`src/rtl/iirf_pkg.sv`:
```
// ----------------------------------------------------------------------------
// iirf_pkg
// Types, register indexes and the control program of the fourth-order
// direct form I IIR filter.
// ----------------------------------------------------------------------------
package iirf_pkg;

  localparam int CFG_INDEX_W = 3;
  localparam int CFG_DATA_W  = 64;
  localparam int STEP_W      = 4;

  localparam logic [CFG_INDEX_W-1:0] REG_B0_B1 = 3'd0;
  localparam logic [CFG_INDEX_W-1:0] REG_B2_B3 = 3'd1;
  localparam logic [CFG_INDEX_W-1:0] REG_B4_A1 = 3'd2;
  localparam logic [CFG_INDEX_W-1:0] REG_A2_A3 = 3'd3;
  localparam logic [CFG_INDEX_W-1:0] REG_A4    = 3'd4;

  localparam logic [STEP_W-1:0] STEP_IDLE  = 4'd0;
  localparam logic [STEP_W-1:0] STEP_FIRST = 4'd1;
  localparam logic [STEP_W-1:0] STEP_LAST  = 4'd11;

  // one multiply-accumulate term of the difference equation
  typedef enum logic [3:0] {
    TERM_B0 = 4'd0,
    TERM_B1 = 4'd1,
    TERM_B2 = 4'd2,
    TERM_B3 = 4'd3,
    TERM_B4 = 4'd4,
    TERM_A1 = 4'd5,
    TERM_A2 = 4'd6,
    TERM_A3 = 4'd7,
    TERM_A4 = 4'd8
  } term_t;

  typedef enum logic [1:0] {
    WAIT_NONE = 2'd0,
    WAIT_IN   = 2'd1,
    WAIT_OUT  = 2'd2
  } wait_t;

  // control word of one program step
  typedef struct packed {
    logic  mul_en;
    term_t term;
    logic  acc_clr;
    logic  acc_en;
    logic  final_step;
    wait_t wait_on;
  } uword_t;

  // control from the sequencer to the MAC datapath
  typedef struct packed {
    logic mul_en;
    logic mul_fb;
    logic acc_clr;
    logic acc_en;
  } mac_ctrl_t;

  function automatic uword_t ucode(input logic [STEP_W-1:0] step);
    uword_t w;
    w = '{mul_en: 1'b0, term: TERM_B0, acc_clr: 1'b0, acc_en: 1'b0,
          final_step: 1'b0, wait_on: WAIT_NONE};
    case (step)
      4'd0: begin
        w.wait_on = WAIT_IN;
      end
      4'd1: begin
        w.mul_en  = 1'b1;
        w.term    = TERM_B0;
        w.acc_clr = 1'b1;
      end
      4'd2, 4'd3, 4'd4, 4'd5, 4'd6, 4'd7, 4'd8, 4'd9: begin
        w.mul_en = 1'b1;
        w.term   = term_t'(4'(step - 4'd1));
        w.acc_en = 1'b1;
      end
      4'd10: begin
        w.acc_en = 1'b1;
      end
      4'd11: begin
        w.final_step = 1'b1;
        w.wait_on    = WAIT_OUT;
      end
      default: begin
        w.wait_on = WAIT_IN;
      end
    endcase
    return w;
  endfunction

endpackage

```
`src/rtl/iir_fourth_order_direct_form_one.sv`:
```
// ----------------------------------------------------------------------------
// iir_fourth_order_direct_form_one
// Fourth-order direct form I IIR filter on 16-bit unsigned samples, Q4.28
// coefficients, Q20.12 rounded and saturated output.
// ----------------------------------------------------------------------------
// One sample word in, one filtered word out. A 12-step microprogram runs the
// nine multiply-accumulates on a single shared multiplier: one idle step that
// takes the sample, nine multiply steps, one step to drain the product
// register, and a write-back step that rounds, saturates and updates the
// history. A new sample waits for the idle step. The result sits in an output
// register; the write-back step holds only while that register still carries
// an untaken word. The user must write coefficients through
// cfg_we/cfg_index/cfg_data only while the filter is idle; the block does not
// enforce this. Index 4 keeps the low 32 bits, indexes above 4 are ignored.
module iir_fourth_order_direct_form_one
  import iirf_pkg::*;
#(
  parameter int COEF_FRAC_BITS = 28,
  parameter int OUT_FRAC_BITS  = 12
) (
  input  logic                   clk,
  input  logic                   rst,
  input  logic                   cfg_we,
  input  logic [CFG_INDEX_W-1:0] cfg_index,
  input  logic [CFG_DATA_W-1:0]  cfg_data,
  input  logic                   s_tvalid,
  output logic                   s_tready,
  input  logic [15:0]            s_tdata,   // [15:0] sample
  output logic                   m_tvalid,
  input  logic                   m_tready,
  output logic [31:0]            m_tdata,   // [31:0] filtered
  output logic                   m_tuser    // [0] saturated
);

  logic [63:0] coef_b0_b1;
  logic [63:0] coef_b2_b3;
  logic [63:0] coef_b4_a1;
  logic [63:0] coef_a2_a3;
  logic [31:0] coef_a4;

  logic [STEP_W-1:0] step;
  logic [STEP_W-1:0] step_next;
  uword_t            uw;

  logic [15:0] x0;
  logic [15:0] xh [4];
  logic [31:0] yh [4];

  logic [31:0]        coef;
  logic signed [32:0] opa;
  logic signed [32:0] opb;
  mac_ctrl_t          mctrl;
  logic [31:0]        y;
  logic               sat;
  logic               out_free;
  logic               write_back;

  always_ff @(posedge clk) begin
    if (rst) begin
      coef_b0_b1 <= '0;
      coef_b2_b3 <= '0;
      coef_b4_a1 <= '0;
      coef_a2_a3 <= '0;
      coef_a4    <= '0;
    end else if (cfg_we) begin
      case (cfg_index)
        REG_B0_B1: coef_b0_b1 <= cfg_data;
        REG_B2_B3: coef_b2_b3 <= cfg_data;
        REG_B4_A1: coef_b4_a1 <= cfg_data;
        REG_A2_A3: coef_a2_a3 <= cfg_data;
        REG_A4:    coef_a4    <= cfg_data[31:0];
        default: ;
      endcase
    end
  end

  // sequencer
  assign uw         = ucode(step);
  assign out_free   = ~m_tvalid | m_tready;
  assign s_tready   = (uw.wait_on == WAIT_IN);
  assign write_back = uw.final_step & out_free;

  always_comb begin
    step_next = step;
    case (uw.wait_on)
      WAIT_IN:  if (s_tvalid) step_next = STEP_FIRST;
      WAIT_OUT: if (out_free) step_next = STEP_IDLE;
      default:  step_next = 4'(step + 4'd1);
    endcase
  end

  always_ff @(posedge clk) begin
    if (rst) begin
      step <= STEP_IDLE;
    end else begin
      step <= step_next;
    end
  end

  // operand selection
  always_comb begin
    coef = '0;
    opb  = '0;
    case (uw.term)
      TERM_B0: begin coef = coef_b0_b1[63:32]; opb = {17'd0, x0};    end
      TERM_B1: begin coef = coef_b0_b1[31:0];  opb = {17'd0, xh[0]}; end
      TERM_B2: begin coef = coef_b2_b3[63:32]; opb = {17'd0, xh[1]}; end
      TERM_B3: begin coef = coef_b2_b3[31:0];  opb = {17'd0, xh[2]}; end
      TERM_B4: begin coef = coef_b4_a1[63:32]; opb = {17'd0, xh[3]}; end
      TERM_A1: begin coef = coef_b4_a1[31:0];  opb = {yh[0][31], yh[0]}; end
      TERM_A2: begin coef = coef_a2_a3[63:32]; opb = {yh[1][31], yh[1]}; end
      TERM_A3: begin coef = coef_a2_a3[31:0];  opb = {yh[2][31], yh[2]}; end
      TERM_A4: begin coef = coef_a4;           opb = {yh[3][31], yh[3]}; end
      default: ;
    endcase
    opa = {coef[31], coef};
  end

  always_comb begin
    mctrl.mul_en  = uw.mul_en;
    mctrl.mul_fb  = (uw.term == TERM_A1) || (uw.term == TERM_A2) ||
                    (uw.term == TERM_A3) || (uw.term == TERM_A4);
    mctrl.acc_clr = uw.acc_clr;
    mctrl.acc_en  = uw.acc_en;
  end

  iirf_mac #(
    .COEF_FRAC_BITS (COEF_FRAC_BITS),
    .OUT_FRAC_BITS  (OUT_FRAC_BITS)
  ) u_mac (
    .clk  (clk),
    .ctrl (mctrl),
    .opa  (opa),
    .opb  (opb),
    .y    (y),
    .sat  (sat)
  );

  always_ff @(posedge clk) begin
    if (s_tvalid && s_tready) begin
      x0 <= s_tdata;
    end
  end

  always_ff @(posedge clk) begin
    if (rst) begin
      for (int i = 0; i < 4; i++) begin
        xh[i] <= '0;
        yh[i] <= '0;
      end
    end else if (write_back) begin
      for (int i = 3; i > 0; i--) begin
        xh[i] <= xh[i-1];
        yh[i] <= yh[i-1];
      end
      xh[0] <= x0;
      yh[0] <= y;
    end
  end

  // output register
  always_ff @(posedge clk) begin
    if (rst) begin
      m_tvalid <= 1'b0;
    end else if (write_back) begin
      m_tvalid <= 1'b1;
    end else if (m_tready) begin
      m_tvalid <= 1'b0;
    end
  end

  always_ff @(posedge clk) begin
    if (write_back) begin
      m_tdata <= y;
      m_tuser <= sat;
    end
  end

  a_step_range: assert property (@(posedge clk) disable iff (rst)
    step <= STEP_LAST)
    else $error("step counter beyond program end");

  a_accept_starts: assert property (@(posedge clk) disable iff (rst)
    (s_tvalid && s_tready) |=> (step == STEP_FIRST))
    else $error("accepted word did not start the program");

  a_hold_on_full: assert property (@(posedge clk) disable iff (rst)
    (uw.final_step && m_tvalid && !m_tready) |=> (step == $past(step)))
    else $error("write-back ran over an untaken result");

  a_sat_value: assert property (@(posedge clk) disable iff (rst)
    (m_tvalid && m_tuser) |-> (m_tdata == 32'h7FFF_FFFF || m_tdata == 32'h8000_0000))
    else $error("saturated flag with unclipped value");

endmodule

```
`src/rtl/iirf_mac.sv`:
```
// ----------------------------------------------------------------------------
// iirf_mac
// Shared 33x33 multiplier with a registered product, wide accumulator and
// the round-half-up / saturate stage of the filter output.
// ----------------------------------------------------------------------------
module iirf_mac
  import iirf_pkg::*;
#(
  parameter int COEF_FRAC_BITS = 28,
  parameter int OUT_FRAC_BITS  = 12
) (
  input  logic               clk,
  input  mac_ctrl_t          ctrl,
  input  logic signed [32:0] opa,
  input  logic signed [32:0] opb,
  output logic        [31:0] y,
  output logic               sat
);

  localparam int PROD_W = 66;
  localparam int ACC_W  = 68 + OUT_FRAC_BITS;
  localparam logic signed [ACC_W-1:0] HALF =
    {{(ACC_W-1){1'b0}}, 1'b1} << (COEF_FRAC_BITS - 1);

  logic signed [PROD_W-1:0] prod;
  logic                     prod_fb;
  logic signed [ACC_W-1:0]  acc;
  logic signed [ACC_W-1:0]  prod_ext;
  logic signed [ACC_W-1:0]  term;
  logic signed [ACC_W-1:0]  rnd;
  logic signed [ACC_W-1:0]  shr;
  logic [ACC_W-32:0]        hi_bits;
  logic                     fits;

  always_ff @(posedge clk) begin
    if (ctrl.mul_en) begin
      prod    <= opa * opb;
      prod_fb <= ctrl.mul_fb;
    end
  end

  // feed-forward terms are aligned to the feedback scale; feedback is subtracted
  always_comb begin
    prod_ext = {{(ACC_W-PROD_W){prod[PROD_W-1]}}, prod};
    term     = prod_fb ? -prod_ext : (prod_ext <<< OUT_FRAC_BITS);
  end

  always_ff @(posedge clk) begin
    if (ctrl.acc_clr) begin
      acc <= '0;
    end else if (ctrl.acc_en) begin
      acc <= acc + term;
    end
  end

  always_comb begin
    rnd     = acc + HALF;
    shr     = rnd >>> COEF_FRAC_BITS;
    hi_bits = shr[ACC_W-1:31];
    fits    = (&hi_bits) | ~(|hi_bits);
    sat     = ~fits;
    if (fits) begin
      y = shr[31:0];
    end else if (rnd[ACC_W-1]) begin
      y = 32'h8000_0000;
    end else begin
      y = 32'h7FFF_FFFF;
    end
  end

endmodule
```
`config.mk`:
```
export PLATFORM = sky130hd
export DESIGN_NAME = iir_fourth_order_direct_form_one
export DESIGN_NICKNAME = d
export VERILOG_FILES = /design/src/rtl/iirf_pkg.sv /design/src/rtl/iir_fourth_order_direct_form_one.sv /design/src/rtl/iirf_mac.sv
export SDC_FILE = /design/constraint.sdc
export NUM_CORES = 2
export LEC_CHECK = 0
export BUFFER_PORTS_ARGS = -buffer_cell sky130_fd_sc_hd__buf_2
export CORE_MARGIN = 2
export CORE_UTILIZATION = 45
export DETAILED_ROUTE_END_ITERATION = 8
export HOLD_SLACK_MARGIN = 0.05
export SLEW_MARGIN = 20
export SYNTH_ARGS = -nofsm -noshare
export SYNTH_HDL_FRONTEND = slang
export SYNTH_SLANG_ARGS = --single-unit
```
`constraint.sdc`:
```
create_clock -name clk -period 28.8 [get_ports clk]
set_input_delay 1.44 -clock clk [delete_from_list [all_inputs] [get_ports clk]]
set_output_delay 1.44 -clock clk [all_outputs]
set_load 0.1 [all_outputs]
```
# --- Yosys cells after proc, flatten, opt, wreduce, memory -nomap -nowiden ---
# Memories as Yosys holds them, arrays and structs flattened.
# Index checks and enable logic that the tools add are counted.
word_totals:
  inputBits: 88
  wordCells: 108
  regBits: 488
  n_memories: 2
  mem_bits_rw: 192
classes:
  n_reduce_logical: 18
  add_sub_neg: 5
  n_mux: 28
  bitwise_logic: 14
  n_eq_ne: 27
  mul: 1
mem_list:
  columns: ["memory", "depth", "width", "read_ports", "rd_ports_with_merged_regs", "wr", "line_no", "rtl"]
  rows:
  - ["yh", 4, 32, 4, 0, 4, "iir_fourth_order_direct_form_one.sv:47", "logic [31:0] yh [4];"]
  - ["xh", 4, 16, 4, 0, 4, "iir_fourth_order_direct_form_one.sv:46", "logic [15:0] xh [4];"]
op_table:
  columns: ["op", "n"]
  rows:
  - ["one-hot mux 33 bit (9 select lines)", 1]
  - ["one-hot mux 32 bit (9 select lines)", 1]
  - ["two-way mux 32 bit", 6]
  - ["adder 80 x 29 -> 80 bit (second input constant)", 1]
  - ["adder 80 bit", 1]
  - ["two-way mux 80 bit", 1]
  - ["negation 65 -> 80 bit", 1]
  - ["multiplier 32 x 33 -> 65 bit", 1]
  - ["two-way mux 16 bit", 4]
  - ["== test 4 x 3 -> 1 bit (second input constant)", 8]
  - ["AND reduction 21 bit", 1]
  - ["OR reduction 21 bit", 1]
  - ["== test 4 bit (second input constant)", 5]
  - ["== test 4 x 2 -> 1 bit (second input constant)", 4]
  - ["AND reduction 2 bit", 6]
  - ["two-way mux 1 bit", 10]
  - ["OR 1 bit", 10]
  - ["one-hot mux 5 bit (2 select lines)", 1]
  - ["OR reduction 10 bit", 1]
  - ["OR reduction 9 bit", 1]
  - ["== test 4 x 1 -> 1 bit (second input constant)", 2]
  - ["two-way mux 4 bit", 2]
  - ["one-hot mux 4 bit (2 select lines)", 1]
  - ["OR reduction 8 bit", 1]
  - ["16 further kinds", 22]

# --- Longest topological paths before layout ---
logic_depth:
  word_depth: 7
  ltp_mapped: 42
  mapped_depth_nobuf: 40

# --- Cells and area by module ---
# From an unflattened synthesis, not the netlist that was laid out.
hier_totals:
  hier_cells: 8293
  hier_area_um2: 74147.4
modules_own_cells:
  columns: ["module", "seq_area_each_um2", "area_each_um2", "instances", "cells_each"]
  rows:
  - ["iirf_mac", 3613.5, 51639.5, 1, 5760]
  - ["iir_fourth_order_direct_form_one", 13102.6, 22507.8, 1, 2533]

# --- Worst setup path after synthesis ---
# OpenSTA, ideal clock, no wires.
synth_timing:
  path_type: "reg-to-reg"
  from: "register step[0]"
  to: "register u_mac.prod[62] (data pin)"
  required_time_ns: 28.542
  path_stages_with_launch: 37
  arrival_ns: 10.356
  n_path_buf: 3
  path_slack_ns: 18.187
  synth_period_minus_slack_ns: 10.613
  cell_sequence: "dfxtp_1 > inv_1 > ha_1 > nor2_1 > o21ai_0 > o21ai_0 > or2_2 > nor2_1 > clkbuf_1 > buf_1 > a22oi_1 > nand2_1 > buf_1 > nand2_1 > fa_1 > fa_1 > inv_1 > fa_1 > inv_1 > fa_1 > inv_1 > fa_1 > fa_1 > fa_1 > fa_1 > ha_1 > a21o_1 > a21o_1 > a21o_1 > a21o_1 > a21o_1 > a21o_1 > a21o_1 > a41oi_1 > o21ai_0 > a21oi_1 > xnor2_1"
synth_between:
  elab_chain_len: 6
  word_cells_on_any_way: 24
  cone_classes: "add/sub (1); mul (1); eq/ne (17); mux (3); reduce/logical (2)"
synth_lines:
  columns: ["item", "line_no", "rtl"]
  rows:
  - ["start: declaration", "iir_fourth_order_direct_form_one.sv:41", "logic [STEP_W-1:0] step;"]
  - ["start signal: assignment", "iir_fourth_order_direct_form_one.sv:96", "step <= step_next;"]
  - ["== test 4 x 2 -> 1 bit, or another cell as far along", "iirf_pkg.sv:63", "case (step)"]
  - ["OR reduction 8 bit", "iirf_pkg.sv:63", null]
  - ["one-hot mux 5 bit (2 select lines) *", "iirf_pkg.sv:63", null]
  - ["== test 4 bit, or another cell as far along", "iir_fourth_order_direct_form_one.sv:104", "case (uw.term)"]
  - ["one-hot mux 32 bit (9 select lines) / one-hot mux 33 bit (9 select lines) (equally long branches)", "iir_fourth_order_direct_form_one.sv:104", null]
  - ["multiplier 32 x 33 -> 65 bit *", "iirf_mac.sv:37", "prod <= opa * opb;"]
  - ["end signal: assignment", "iirf_mac.sv:37", null]
  - ["end: declaration", "iirf_mac.sv:25", "logic signed [PROD_W-1:0] prod;"]
# Every way passes the cells marked *; elsewhere a longest branch is shown, timed or not.
# A chain may end at the register's enable or synchronous reset.

# --- Worst setup path in the final report ---
layout_timing:
  from: "register step[0]"
  to: "register u_mac.prod[64] (netlist name)"
layout_between:
  elab_chain_len: 6
  word_cells_on_any_way: 24
  cone_classes: "add/sub (1); mul (1); eq/ne (17); mux (3); reduce/logical (2)"
layout_lines:
  columns: ["item", "line_no"]
  rows:
  - ["== test 4 x 2 -> 1 bit, or another cell as far along", "iirf_pkg.sv:63"]
  - ["OR reduction 8 bit", "iirf_pkg.sv:63"]
  - ["one-hot mux 5 bit (2 select lines) *", "iirf_pkg.sv:63"]
  - ["== test 4 bit, or another cell as far along", "iir_fourth_order_direct_form_one.sv:104"]
  - ["one-hot mux 32 bit (9 select lines) / one-hot mux 33 bit (9 select lines) (equally long branches)", "iir_fourth_order_direct_form_one.sv:104"]
  - ["multiplier 32 x 33 -> 65 bit *", "iirf_mac.sv:37"]
# Marks and branches as above.

==> results.py <==
metrics = {
    "sta": {
        "period_needed_ns": 13.19,
        "setup_ws_ns": 15.61,
        "max_freq_ghz": 0.0758,
        "hold_viol_final": 0,
        "finalSetupTns_ns": 0,
        "tightest_slew_ns": 1.26,
        "skew_ns": 0.0538,
        "hold_ws_ns": 0.453,
        "rsz0062_at_grt": "no",
        "maxSlewViolCount": 0,
        "maxSlewHeadroom_pct": 15.7,
        "finalSetupViolations": 0,
        "fin_crit_sh_pct": 45.8,
    },
    "critical_path": {
        "start_kind": "register",
        "rr_worst_depth": 36,
        "required_ns": 29.20,
        "path_buf_inv": 6,
        "critPathSlowestCell": "fa_1",
        "critPathArrivalTime_ns": 13.59,
        "slowest_delay_ns": 0.95,
        "cp-end-kind": "register",
        "cp_common_cell": "fa_1",
        "critPathTopFamily": "adder cells",
        "path_max_fanout": 32,
        "path_depth": 36,
        "path_class": "register to register",
    },
    "clock_tree": {
        "cts_max_path_buffers": 3,
        "postCtsResizedCells": 0,
        "numCtsBuffers": 73,
        "clk_pin_slew_ns": 0.06,
        "hold_buffers": 0,
        "cts_tree": "built",
        "cts.sinks": 680,
        "cts_root_buf": "clkbuf_16",
        "post-cts-setup-buffer-count": 0,
        "clock_latency_ns": 0.68,
        "h-tree-depth": 3,
    },
    "final_layout": {
        "layout-drive-gt1-share_pct": 7.07,
        "layout_common_cells": "1313 x nand2_1, 1092 x fa_1, 1085 x inv_1, 632 x nor2_1, 494 x a21oi_1",
        "nets": 9022,
        "finalCoreUtilization_pct": 48.8,
        "syn_to_final_growth_pct": 7.82,
        "fin_area_um2": 75000,
        "mostFrequentLayoutCell": "nand2_1",
        "fin_cells": 9675,
    },
    "yosys": {
        "yosys.area.top_type_share_pct": 31.4,
        "ys_ff_latch": 680,
        "synthArstFlopShare_pct": 0,
        "synth.net_count": 9141,
        "synth.distinct_cells": 84,
        "synth_area_leaders": "fa_1 31%, edfxtp_1 13%, dfxtp_1 11%, nand2_1 7.1%, inv_1 5.9%",
        "syn_area_um2": 69600,
        "ys.flop_type": "dfxtp_1",
        "avgSynthCellArea_um2": 9.05,
        "yosys_warnings": 0,
        "synth_top_area_cell": "fa_1",
        "ys_seq_area_share_pct": 24.0,
        "synth_edf_count": 307,
        "netlist_instances": 7690,
    },
    "floorplan": {
        "rows": 144,
        "dieHeight_um": 397,
        "io_pins": 123,
        "start_util_pct": 45.2,
        "die_width_um": 397,
        "dieArea_um2": 158000,
        "core_area_um2": 154000,
    },
    "drt": {
        "drtAntennaViolNets": 0,
        "vias_per_cell": 5.72,
        "vias": 55400,
        "drc_errors": 0,
        "detail_route.first_pass.iterations": 8,
        "drtIter0Drc": 5507,
        "wl_mm": 231,
        "routedWlPerCell_um": 23.9,
    },
    "power_and_ir_drop": {
        "power.leakage_nw": 32.6,
        "ir_worst_vdd_uv": 43.1,
        "power_density_nw_per_um2": 53.2,
        "total_power_mw": 3.99,
    },
    "global_route": {
        "grt_pass1_wl_mm": 353,
        "antenna_found_initial": 9,
        "grt_overflow_total": 0,
        "grt_usage_pct": 29.6,
        "grt_pass1_vias": 56000,
        "grt_max_degree": 118,
    },
    "min_path": {
        "min_path_type": "register to register",
        "hold_depth": 2,
    },
    "placement": {
        "pre_cts_slack_ns": 15.81,
        "dp_hpwl_mm": 171,
        "gp_congestion": 0.959,
        "postPlaceCellArea_um2": 72500,
        "port-buffer-count": 122,
        "dpl.cell_count": 9539,
    },
    "outcome": {
        "outcome": "complete, no violations",
    },
    "run": {
        "cap_violations": 0,
    },
}
worst paths after layout:
path / slack [ns] / endpoint / start
worst min-delay path: 0.45 / coef_b4_a1[23] / coef_b4_a1[23]
worst min register to register: 0.45 / coef_b4_a1[23] / coef_b4_a1[23]
worst max-delay path: 15.61 / u_mac.prod[64] / step[0]
worst max register to register: 15.61 / u_mac.prod[64] / step[0]
worst register-to-register path: cells and delay by family (launching register included):
family,cells,cell delay [ns]
compound gates,11,3.36
simple gates,8,2.11
xor+xnor,1,0.09
buf+inv,6,1.77
flops,1,0.40
fa+ha+maj,10,5.22
cell usage after synthesis (49+ instances only):
library cell,number
xor2_1,105
nand4_1,58
nor3_1,56
xnor2_1,136
a221oi_1,52
a21o_1,70
and2_1,211
fa_1,1092
nand3_1,110
ha_1,271
dfxtp_1,373
mux2_2,49
clkbuf_1,395
edfxtp_1,307
nand2_1,1316
inv_1,1085
and3_1,49
a21oi_1,495
o21ai_0,162
nor2_1,640
a22oi_1,110
where the power goes:
| part | internal [mW] | total, mW | switching, mW |
|---|---|---|---|
| clock | 0.576 | 1.00 | 0.427 |
| combinational | 0.552 | 1.66 | 1.11 |
| sequential | 1.15 | 1.33 | 0.176 |
metal layers:
| layer | global-route usage [%] | part of all wire (%) |
|---|---|---|
| met5 | 0 | 0 |
| met4 | 13.1 | 5.3 |
| met3 | 5.22 | 8.5 |
| met2 | 47.6 | 46 |
| met1 | 39.3 | 40 |
registers in the layout (all words and copies together) (netlist names), 32 cells and up:
name	flops
u_mac.prod	65
coef_b4_a1	64
coef_b0_b1	64
xh	64
m_tdata	32
coef_a2_a3	64
yh	128
u_mac.acc	80
coef_a4	32
coef_b2_b3	64
cell type report:
class	instances	area [um^2]
flip-flops and latches	680	16700
clock buffers	92	2060
multi-input cells	5473	47500
inverters	1085	4070
repair buffers	258	1660
fillers	14500	78800
diodes	4	10.0
well taps	2044	2560
clock inverters	39	455
cell families after synthesis:
| logic type | after synthesis | synth area share (%) |
|---|---|---|
| buffers and inverters | 1537 | 8.36 |
| AO/OA/AOI/OAI | 1226 | 11.3 |
| multiplexers | 53 | 0.851 |
| flip-flops | 680 | 24.0 |
| adder cells (fa/ha/maj) | 1363 | 36.3 |
| XOR/XNOR | 241 | 3.03 |
| AND/OR/NAND/NOR | 2590 | 16.2 |
Note: power is estimated with default switching activity, not from simulation.
